===== config.mk =====
export PLATFORM = sky130hd
export DESIGN_NAME = symbol_frequency_ranker_core
export DESIGN_NICKNAME = d
export VERILOG_FILES = /design/src/hdl/sfr_pkg.sv /design/src/hdl/sfr_div.sv /design/src/hdl/symbol_frequency_ranker_core.sv
export SDC_FILE = /design/constraint.sdc
export NUM_CORES = 2
export LEC_CHECK = 0
export BUFFER_PORTS_ARGS = -buffer_cell sky130_fd_sc_hd__buf_2
export CAP_MARGIN = 20
export CORE_MARGIN = 3
export CORE_UTILIZATION = 35
export CTS_BUF_LIST = sky130_fd_sc_hd__clkbuf_4
export CTS_CLUSTER_SIZE = 25
export DETAILED_ROUTE_END_ITERATION = 10
export PLACE_DENSITY = 0.57
export SLEW_MARGIN = 10
export SYNTH_ARGS = -nofsm -noshare
export SYNTH_HDL_FRONTEND = slang
export SYNTH_SLANG_ARGS = --single-unit

===== constraint.sdc =====
create_clock -name clk -period 12.95 [get_ports clk]
set_input_delay 0.6475 -clock clk [delete_from_list [all_inputs] [get_ports clk]]
set_output_delay 0.6475 -clock clk [all_outputs]
set_load 0.1 [all_outputs]

===== src/hdl/sfr_pkg.sv =====
package sfr_pkg;

    // Fixed widths of the request and result fields.
    localparam int SYMBOL_WIDTH = 8;
    localparam int OCC_WIDTH    = 24;
    localparam int SHARE_WIDTH  = 14;

    // Share scale: hundredths of a percent.
    localparam int SHARE_SCALE = 10000;

    // Defaults for the top-level parameters.
    localparam int DEF_TABLE_DEPTH = 32;
    localparam int DEF_COUNT_WIDTH = 24;

    // Request command codes.
    typedef enum logic {
        CMD_COUNT  = 1'b0,
        CMD_FINISH = 1'b1
    } sfr_cmd_t;

    typedef struct packed {
        sfr_cmd_t                  command;
        logic [SYMBOL_WIDTH-1:0]   symbol;
    } sfr_req_t;

    typedef struct packed {
        logic [SYMBOL_WIDTH-1:0]   out_symbol;
        logic [OCC_WIDTH-1:0]      occurrences;
        logic [SHARE_WIDTH-1:0]    percent_hundredths;
        logic                      empty_res;
        logic                      overflowed;
        logic                      last;
    } sfr_res_t;

    // Sequencer of the top level.
    typedef enum logic [3:0] {
        ST_IDLE,
        ST_INSERT,
        ST_CNT_RD,
        ST_CNT_CMP,
        ST_RANK_RD,
        ST_RANK_CMP,
        ST_DIV_START,
        ST_DIV_WAIT,
        ST_EMPTY
    } sfr_state_t;

    // Sequencer of the share divider.
    typedef enum logic [1:0] {
        DIV_IDLE,
        DIV_LOAD,
        DIV_STEP,
        DIV_DONE
    } sfr_div_state_t;

    // Status from the divider to the top-level sequencer.
    typedef struct packed {
        logic busy;
        logic done;
    } sfr_div_status_t;

endpackage


===== src/hdl/sfr_div.sv =====
module sfr_div #(
    parameter int COUNT_WIDTH = sfr_pkg::DEF_COUNT_WIDTH
) (
    input  logic                               clk,
    input  logic                               rst_n,
    input  logic                               start,
    input  logic [COUNT_WIDTH-1:0]             count,
    input  logic [COUNT_WIDTH-1:0]             total,
    output logic [sfr_pkg::SHARE_WIDTH-1:0]    quotient,
    output sfr_pkg::sfr_div_status_t           status
);
    import sfr_pkg::*;

    localparam int PROD_WIDTH = COUNT_WIDTH + SHARE_WIDTH;
    localparam int STEP_WIDTH = $clog2(SHARE_WIDTH);
    localparam logic [STEP_WIDTH-1:0] STEP_LAST = STEP_WIDTH'(SHARE_WIDTH - 1);

    sfr_div_state_t state_reg, state_next;
    logic [PROD_WIDTH-1:0]  prod_reg, prod_next;
    logic [COUNT_WIDTH-1:0] den_reg, den_next;
    logic [COUNT_WIDTH-1:0] rem_reg, rem_next;
    logic [SHARE_WIDTH-1:0] low_reg, low_next;
    logic [SHARE_WIDTH-1:0] q_reg, q_next;
    logic [STEP_WIDTH-1:0]  step_reg, step_next;
    logic [COUNT_WIDTH:0]   trial;
    logic                   trial_ge;

    // One restoring step: bring down the next product bit and try the subtract.
    assign trial    = {rem_reg, low_reg[SHARE_WIDTH-1]};
    assign trial_ge = trial >= {1'b0, den_reg};

    // Next state of the divider sequencer.
    always_comb
    begin
        state_next = state_reg;
        unique case (state_reg)
            DIV_IDLE:
            begin
                if (start)
                begin
                    state_next = DIV_LOAD;
                end
            end
            DIV_LOAD:
            begin
                state_next = (den_reg == '0) ? DIV_DONE : DIV_STEP;
            end
            DIV_STEP:
            begin
                if (step_reg == STEP_LAST)
                begin
                    state_next = DIV_DONE;
                end
            end
            DIV_DONE:
            begin
                state_next = DIV_IDLE;
            end
            default:
            begin
                state_next = DIV_IDLE;
            end
        endcase
    end

    // Datapath of the divider: one multiply, then one quotient bit a cycle.
    always_comb
    begin
        prod_next = prod_reg;
        den_next  = den_reg;
        rem_next  = rem_reg;
        low_next  = low_reg;
        q_next    = q_reg;
        step_next = step_reg;
        unique case (state_reg)
            DIV_IDLE:
            begin
                if (start)
                begin
                    prod_next = PROD_WIDTH'(count) * PROD_WIDTH'(SHARE_SCALE);
                    den_next  = total;
                end
            end
            DIV_LOAD:
            begin
                // The share is below 2^SHARE_WIDTH, so the high part is below the divisor.
                rem_next  = prod_reg[PROD_WIDTH-1:SHARE_WIDTH];
                low_next  = prod_reg[SHARE_WIDTH-1:0];
                q_next    = '0;
                step_next = '0;
            end
            DIV_STEP:
            begin
                rem_next  = trial_ge ? COUNT_WIDTH'(trial - {1'b0, den_reg})
                                     : COUNT_WIDTH'(trial);
                low_next  = {low_reg[SHARE_WIDTH-2:0], 1'b0};
                q_next    = {q_reg[SHARE_WIDTH-2:0], trial_ge};
                step_next = step_reg + 1'b1;
            end
            DIV_DONE:
            begin
            end
            default:
            begin
            end
        endcase
    end

    // Status outputs.
    always_comb
    begin
        status.busy = state_reg != DIV_IDLE;
        status.done = state_reg == DIV_DONE;
        quotient    = q_reg;
    end

    always_ff @(posedge clk or negedge rst_n)
    begin
        if (!rst_n)
        begin
            state_reg <= DIV_IDLE;
            step_reg  <= '0;
        end
        else
        begin
            state_reg <= state_next;
            step_reg  <= step_next;
        end
    end

    always_ff @(posedge clk)
    begin
        prod_reg <= prod_next;
        den_reg  <= den_next;
        rem_reg  <= rem_next;
        low_reg  <= low_next;
        q_reg    <= q_next;
    end

endmodule


===== src/hdl/symbol_frequency_ranker_core.sv =====
// Symbol frequency ranker.
// Requests enter on start/req and are taken at a clock edge where start is
// high and busy is low. A count request looks the byte up in the table and
// either bumps its count, inserts it with a count of one or, when the table
// is full, drops it and sets the overflow flag; it gives no result.
// A finish request emits every table entry, highest count first and ties in
// insertion order, each on result for one cycle with result_valid high. The
// final result has last set, and the table is then empty again.
// A count request's lookup reads the entry memory one entry at a time, with
// a read state and a compare state per entry; a miss ends in the insert
// state. The next request can be taken as soon as busy drops. For each rank
// of a finish the sequencer scans all entries for the next largest count,
// then the shared divider works out the percentage. Each result appears in
// the cycle after its divide ends. An empty finish passes through the EMPTY
// state and gives one result with empty_res set in the cycle after it.
// Reset clears the fill count, the total and the overflow flag; the entry
// memory needs no clearing. The receiver cannot stall: results never come in
// consecutive cycles and are lost if not taken when shown.
module symbol_frequency_ranker_core #(
    parameter int TABLE_DEPTH = sfr_pkg::DEF_TABLE_DEPTH,
    parameter int COUNT_WIDTH = sfr_pkg::DEF_COUNT_WIDTH
) (
    input  logic              clk,
    input  logic              rst_n,
    input  logic              start,
    output logic              busy,
    input  sfr_pkg::sfr_req_t req,
    output logic              result_valid,
    output sfr_pkg::sfr_res_t result
);
    import sfr_pkg::*;

    localparam int IDX_WIDTH  = $clog2(TABLE_DEPTH);
    localparam int USED_WIDTH = $clog2(TABLE_DEPTH + 1);
    localparam logic [USED_WIDTH-1:0]  USED_FULL = USED_WIDTH'(TABLE_DEPTH);
    localparam logic [COUNT_WIDTH-1:0] COUNT_MAX = {COUNT_WIDTH{1'b1}};

    sfr_state_t state_reg, state_next;

    // Entry memory: symbol and count side by side, one write port and one read port.
    logic [SYMBOL_WIDTH-1:0] sym_mem [TABLE_DEPTH];
    logic [COUNT_WIDTH-1:0]  cnt_mem [TABLE_DEPTH];
    logic                    mem_we;
    logic [IDX_WIDTH-1:0]    mem_wa;
    logic [SYMBOL_WIDTH-1:0] mem_wsym;
    logic [COUNT_WIDTH-1:0]  mem_wcnt;
    logic [SYMBOL_WIDTH-1:0] rd_sym_reg;
    logic [COUNT_WIDTH-1:0]  rd_cnt_reg;

    logic [USED_WIDTH-1:0]   used_reg, used_next;
    logic [COUNT_WIDTH-1:0]  total_reg, total_next;
    logic                    ovf_reg, ovf_next;
    logic [SYMBOL_WIDTH-1:0] sym_reg, sym_next;
    logic [IDX_WIDTH-1:0]    scan_idx_reg, scan_idx_next;
    logic [USED_WIDTH-1:0]   rank_reg, rank_next;
    logic                    have_best_reg, have_best_next;
    logic [COUNT_WIDTH-1:0]  best_cnt_reg, best_cnt_next;
    logic [IDX_WIDTH-1:0]    best_idx_reg, best_idx_next;
    logic [SYMBOL_WIDTH-1:0] best_sym_reg, best_sym_next;
    logic [COUNT_WIDTH-1:0]  prev_cnt_reg, prev_cnt_next;
    logic [IDX_WIDTH-1:0]    prev_idx_reg, prev_idx_next;
    logic                    res_valid_reg, res_valid_next;
    sfr_res_t                res_reg, res_next;

    logic                    accept;
    logic                    scan_end;
    logic                    sym_match;
    logic                    eligible;
    logic                    last_rank;
    logic [COUNT_WIDTH-1:0]  total_inc;
    logic [COUNT_WIDTH-1:0]  rd_cnt_inc;

    logic                    div_start;
    logic [SHARE_WIDTH-1:0]  div_quot;
    sfr_div_status_t         div_status;

    // Shared share divider.
    sfr_div #(
        .COUNT_WIDTH (COUNT_WIDTH)
    ) u_div (
        .clk      (clk),
        .rst_n    (rst_n),
        .start    (div_start),
        .count    (best_cnt_reg),
        .total    (total_reg),
        .quotient (div_quot),
        .status   (div_status)
    );

    // Common conditions of the sequencer.
    assign accept     = start && !busy;
    assign scan_end   = scan_idx_reg == IDX_WIDTH'(used_reg - 1'b1);
    assign sym_match  = rd_sym_reg == sym_reg;
    assign last_rank  = USED_WIDTH'(rank_reg + 1'b1) == used_reg;
    assign total_inc  = (total_reg == COUNT_MAX) ? total_reg : total_reg + 1'b1;
    assign rd_cnt_inc = (rd_cnt_reg == COUNT_MAX) ? rd_cnt_reg : rd_cnt_reg + 1'b1;

    // An entry may take this rank if it comes after the previous rank's entry
    // in the order of larger count first, then earlier insertion.
    assign eligible = (rank_reg == '0) || (rd_cnt_reg < prev_cnt_reg) ||
                      ((rd_cnt_reg == prev_cnt_reg) && (scan_idx_reg > prev_idx_reg));

    // Next state of the sequencer.
    always_comb
    begin
        state_next = state_reg;
        unique case (state_reg)
            ST_IDLE:
            begin
                if (accept)
                begin
                    if (req.command == CMD_FINISH)
                    begin
                        state_next = (used_reg == '0) ? ST_EMPTY : ST_RANK_RD;
                    end
                    else
                    begin
                        state_next = (used_reg == '0) ? ST_INSERT : ST_CNT_RD;
                    end
                end
            end
            ST_INSERT:
            begin
                state_next = ST_IDLE;
            end
            ST_CNT_RD:
            begin
                state_next = ST_CNT_CMP;
            end
            ST_CNT_CMP:
            begin
                if (sym_match)
                begin
                    state_next = ST_IDLE;
                end
                else if (scan_end)
                begin
                    state_next = ST_INSERT;
                end
                else
                begin
                    state_next = ST_CNT_RD;
                end
            end
            ST_RANK_RD:
            begin
                state_next = ST_RANK_CMP;
            end
            ST_RANK_CMP:
            begin
                state_next = scan_end ? ST_DIV_START : ST_RANK_RD;
            end
            ST_DIV_START:
            begin
                state_next = ST_DIV_WAIT;
            end
            ST_DIV_WAIT:
            begin
                if (div_status.done)
                begin
                    state_next = last_rank ? ST_IDLE : ST_RANK_RD;
                end
            end
            ST_EMPTY:
            begin
                state_next = ST_IDLE;
            end
            default:
            begin
                state_next = ST_IDLE;
            end
        endcase
    end

    // Datapath and result updates for each state.
    always_comb
    begin
        used_next      = used_reg;
        total_next     = total_reg;
        ovf_next       = ovf_reg;
        sym_next       = sym_reg;
        scan_idx_next  = scan_idx_reg;
        rank_next      = rank_reg;
        have_best_next = have_best_reg;
        best_cnt_next  = best_cnt_reg;
        best_idx_next  = best_idx_reg;
        best_sym_next  = best_sym_reg;
        prev_cnt_next  = prev_cnt_reg;
        prev_idx_next  = prev_idx_reg;
        res_valid_next = 1'b0;
        res_next       = res_reg;
        mem_we         = 1'b0;
        mem_wa         = scan_idx_reg;
        mem_wsym       = sym_reg;
        mem_wcnt       = rd_cnt_inc;
        div_start      = 1'b0;
        unique case (state_reg)
            ST_IDLE:
            begin
                if (accept)
                begin
                    sym_next       = req.symbol;
                    scan_idx_next  = '0;
                    rank_next      = '0;
                    have_best_next = 1'b0;
                end
            end
            ST_INSERT:
            begin
                // A new symbol goes to the next free slot, or is dropped when full.
                if (used_reg == USED_FULL)
                begin
                    ovf_next = 1'b1;
                end
                else
                begin
                    mem_we     = 1'b1;
                    mem_wa     = IDX_WIDTH'(used_reg);
                    mem_wcnt   = COUNT_WIDTH'(1);
                    used_next  = used_reg + 1'b1;
                    total_next = total_inc;
                end
            end
            ST_CNT_RD:
            begin
            end
            ST_CNT_CMP:
            begin
                if (sym_match)
                begin
                    mem_we     = 1'b1;
                    total_next = total_inc;
                end
                else if (!scan_end)
                begin
                    scan_idx_next = scan_idx_reg + 1'b1;
                end
            end
            ST_RANK_RD:
            begin
            end
            ST_RANK_CMP:
            begin
                // Keep the first largest eligible count of this pass.
                if (eligible && (!have_best_reg || (rd_cnt_reg > best_cnt_reg)))
                begin
                    have_best_next = 1'b1;
                    best_cnt_next  = rd_cnt_reg;
                    best_idx_next  = scan_idx_reg;
                    best_sym_next  = rd_sym_reg;
                end
                if (!scan_end)
                begin
                    scan_idx_next = scan_idx_reg + 1'b1;
                end
            end
            ST_DIV_START:
            begin
                div_start = 1'b1;
            end
            ST_DIV_WAIT:
            begin
                if (div_status.done)
                begin
                    res_valid_next              = 1'b1;
                    res_next.out_symbol         = best_sym_reg;
                    res_next.occurrences        = OCC_WIDTH'(best_cnt_reg);
                    res_next.percent_hundredths = div_quot;
                    res_next.empty_res          = 1'b0;
                    res_next.overflowed         = ovf_reg;
                    res_next.last               = last_rank;
                    prev_cnt_next               = best_cnt_reg;
                    prev_idx_next               = best_idx_reg;
                    rank_next                   = rank_reg + 1'b1;
                    scan_idx_next               = '0;
                    have_best_next              = 1'b0;
                    if (last_rank)
                    begin
                        used_next  = '0;
                        total_next = '0;
                        ovf_next   = 1'b0;
                    end
                end
            end
            ST_EMPTY:
            begin
                res_valid_next              = 1'b1;
                res_next.out_symbol         = '0;
                res_next.occurrences        = '0;
                res_next.percent_hundredths = '0;
                res_next.empty_res          = 1'b1;
                res_next.overflowed         = ovf_reg;
                res_next.last               = 1'b1;
                used_next                   = '0;
                total_next                  = '0;
                ovf_next                    = 1'b0;
            end
            default:
            begin
            end
        endcase
    end

    // Port outputs.
    assign busy         = state_reg != ST_IDLE;
    assign result_valid = res_valid_reg;
    assign result       = res_reg;

    // Entry memory with registered read.
    always_ff @(posedge clk)
    begin
        if (mem_we)
        begin
            sym_mem[mem_wa] <= mem_wsym;
            cnt_mem[mem_wa] <= mem_wcnt;
        end
        rd_sym_reg <= sym_mem[scan_idx_reg];
        rd_cnt_reg <= cnt_mem[scan_idx_reg];
    end

    // Control registers.
    always_ff @(posedge clk or negedge rst_n)
    begin
        if (!rst_n)
        begin
            state_reg     <= ST_IDLE;
            used_reg      <= '0;
            total_reg     <= '0;
            ovf_reg       <= 1'b0;
            scan_idx_reg  <= '0;
            rank_reg      <= '0;
            have_best_reg <= 1'b0;
            res_valid_reg <= 1'b0;
        end
        else
        begin
            state_reg     <= state_next;
            used_reg      <= used_next;
            total_reg     <= total_next;
            ovf_reg       <= ovf_next;
            scan_idx_reg  <= scan_idx_next;
            rank_reg      <= rank_next;
            have_best_reg <= have_best_next;
            res_valid_reg <= res_valid_next;
        end
    end

    // Payload registers.
    always_ff @(posedge clk)
    begin
        sym_reg      <= sym_next;
        best_cnt_reg <= best_cnt_next;
        best_idx_reg <= best_idx_next;
        best_sym_reg <= best_sym_next;
        prev_cnt_reg <= prev_cnt_next;
        prev_idx_reg <= prev_idx_next;
        res_reg      <= res_next;
    end

    // The fill count never passes the table depth.
    assert property (@(posedge clk) disable iff (!rst_n) used_reg <= USED_FULL)
        else $error("fill count beyond table depth");

    // A final result leaves an empty table behind.
    assert property (@(posedge clk) disable iff (!rst_n)
        result_valid && result.last |-> used_reg == '0 && total_reg == '0 && !ovf_reg)
        else $error("table not cleared after final result");

    // Results are never shown in consecutive cycles.
    assert property (@(posedge clk) disable iff (!rst_n) result_valid |=> !result_valid)
        else $error("back-to-back result strobes");

    // An accepted request always makes the block busy.
    assert property (@(posedge clk) disable iff (!rst_n) accept |=> busy)
        else $error("request accepted without leaving idle");

endmodule


==> reports/metrics.cfg <==
[run_status]
status = complete, no violations

[setup_path]
path_class = flop to flop
start_kind = flop
cp_max_fo = 5
r2r_setup_slack_ns = 7.37
cp_data_required_time_ns = 13.89
timing.rr.start = best_cnt_reg[7]
regToRegEndpoint = u_div.prod_reg[36]
ff2ff_path_depth = 18
endpoint_kind = flop
startpoint = best_cnt_reg[7]
cp.arrival_ns = 6.52

[sta]
finClkSkew_ns = 0.169
fin_crit_sh_pct = 43.1
timing.final.ws_setup_ns = 7.37
relSlewSlack_pct = 29.8
slew_violations = 0
rsz0062_at_grt = no
fin_crit_ns = 5.58
finalHoldViolCount = 0
max_clock_freq_ghz = 0.179
setup_viol = 0
setup-tns-final_ns = 0
max_slew.worst_pin.slew_ns = 1.05

[yosys]
synth_top_family_by_area = multiplexers
syn_inst = 3168
synth_xor_area_share_pct = 1.65
syn_area_per_cell_um2 = 18.1
ys_warn_count = 0
async_flop_share_pct = 4.03
synth_seq_cells = 1339
syn_area_um2 = 57400
synth_fp_nets = 3425
synth_compound_area_share_pct = 3.23
ys_seq_area_share_pct = 69.0
synth-edff-count = 1253
ys_types = 68
synth_mux_area_share_pct = 13.8
synthSimpleGateAreaFrac_pct = 4.06
synth_top_flop_cell = edfxtp_1
synthAdderAreaFrac_pct = 6.13

[placed_design]
place_ws_ns = 7.40
dpl.hpwl_um = 76900
io_buffers = 62
gp_congestion = 0.810

[route]
drt-total-wl_um = 141000
drc = 0
routed-via-count = 30988
drt_iter0_markers = 2809
drtAntennaViolNets = 0
wl_per_cell_um = 23.6
drt-pass1-iter-count = 5
viasPerCell = 5.16

[clocking]
clock_latency_ns = 1.30
clk_pin_slew_worst_paths_ns = 0.07
clock_sinks = 1339
numCtsBuffers = 356
hold_buffers = 19
cts_resized = 0
cts_tree = done
ctsRootBufferMaster = clkbuf_4
htreeDepth = 5
clk_path_buf_depth = 4
postCtsSetupBuffers = 0

[min_path]
hold_start = req[6]
whs_path_depth = 2
hp-class = primary input to flop
hold_path_end = mem_wsym[6]

[global_route]
grt_max_degree = 122
grt_overflow_total = 0
grt_util_all_layers_pct = 16.8
grt_pass1_vias = 31818
antenna_found_initial = 4
grt_pass1_wl_um = 208000

[final_layout]
largest_reg_flops = 768
layout-drive-gt1-share_pct = 29.1
area_delta_synth_final_pct = 14.2
regMostFlops = cnt_mem
nFillCells = 14665
mostFrequentLayoutCells = 1253 x edfxtp_1, 530 x clkbuf_4, 320 x mux4_2, 197 x inv_1, 183 x ha_1
final_common_cell = edfxtp_1
layout.nets = 3837

[floorplanning]
initial_core_util_pct = 35.5
num_rows = 147
dieArea_um2 = 169000
die_w_um = 411
io_pins = 63
coreArea_um2 = 162000
fp.dieH_um = 411

[power_and_ir_drop]
vdd_ir_drop_max_uv = 306
p_per_area_nw_per_um2 = 266
power.leakage_uw = 0.0227

[flow_run]
drv_cap = 0

[final cells by class]
cell class | instances | area [um2] | area share, %
flip-flops and latches | 1339 | 39600 | 60.5
diodes | 11 | 27.5 | 0.0420
repair buffers | 164 | 1180 | 1.80
well taps | 2160 | 2700 | 4.13
multi-input cells | 1522 | 16900 | 25.8
inverters | 197 | 739 | 1.13
clock inverters | 79 | 339 | 0.518
clock buffers | 530 | 3980 | 6.07
[layer usage]
metal | vias up | routed length (um) | track usage [%]
met4 | 0 | 2820 | 5.28
li1 | 13546 | - | -
met3 | 247 | 7950 | 3.28
met2 | 979 | 70200 | 27.7
met1 | 16216 | 60400 | 22.3
met5 | - | 0 | 0
[logic make-up (layout without fill, tap and decap cells)]
| logic type | after synthesis | after routing |
|---|---|---|
| other cells | 0 | 11 |
| compound gates | 302 | 302 |
| xor+xnor | 108 | 108 |
| buf+inv | 307 | 970 |
| flops | 1339 | 1339 |
| mux | 388 | 388 |
| fa+ha+maj | 245 | 245 |
| simple gates | 479 | 479 |
[where the power goes]
part | total, uW | switching, uW | internal (uW) | leakage [uW]
Sequential | 6320 | 383 | 5930 | 0.0123
Clock | 3550 | 1670 | 1880 | 0.00261
Combinational | 7540 | 4310 | 3240 | 0.00780
[worst max path at each step]
| stage | slack (ns) | depth (start not counted) | end |
|---|---|---|---|
| after global routing | 6.95 | 18 | u_div.prod_reg[36] |
| after detailed placement | 7.40 | 18 | u_div.prod_reg[36] |
| after floorplan | 8.10 | 19 | u_div.prod_reg[37] |
| after global placement | 7.45 | 18 | u_div.prod_reg[36] |
| after CTS | 7.43 | 18 | u_div.prod_reg[36] |
| final | 7.37 | 18 | u_div.prod_reg[36] |
[worst max-delay path, stage by stage (launching register included)]
cell and delay, ns:
edfxtp_1 0.47, inv_1 0.19, fa_1 0.56, inv_1 0.04
ha_1 0.28, fa_1 0.44, ha_1 0.29, inv_1 0.05
fa_1 0.47, inv_1 0.04, ha_1 0.33, and3_1 0.18
and3_1 0.17, a21oi_1 0.28, a21oi_1 0.17, o31ai_1 0.60
nor2_1 0.12, a2111oi_0 0.54, xnor2_1 0.13
[stage by stage]
stage	power, uW	instance area (um2)	hold WS (ns)	cells	util (%)
2_1_floorplan	12000	57400	0.352	3168	-
3_3_place_gp	14000	60900	0.402	5359	37.7
3_5_place_dp	14000	60900	0.405	5360	37.7
4_1_cts	17600	65400	0.0409	5988	40.5
5_1_grt	18800	65500	0.0847	6001	40.5
6_report	17400	65500	0.205	6002	40.5
[cell usage after synthesis, types with 4 or more instances]
cell	number	share of area, %
dfrtp_1	54	2.4
nand2b_1	15	0.16
o31ai_1	11	0.14
and2_1	43	0.47
a21oi_1	93	0.81
nor2b_1	5	0.055
ha_1	185	4.0
a211o_1	4	0.061
xor2_1	56	0.85
and4_1	5	0.076
and3_1	21	0.23
inv_1	197	1.3
nor2_1	182	1.2
or3_1	7	0.076
nor3_1	18	0.16
nand4_1	29	0.32
nor4_1	15	0.16
mux2_2	43	0.84
nand2_1	73	0.48
clkbuf_1	74	0.48
o21bai_1	10	0.13
dfxtp_1	32	1.1
edfxtp_1	1253	66
a31oi_1	12	0.13
mux2i_1	25	0.44
o21ai_0	80	0.70
buf_1	30	0.20
fa_1	60	2.1
nand3_1	47	0.41
mux4_2	320	13
a211oi_1	5	0.065
nor3b_1	5	0.065
a21o_1	46	0.60
xnor2_1	52	0.79
o211ai_1	7	0.092
o21a_1	8	0.10
Note: power is estimated with default switching activity, not from simulation.
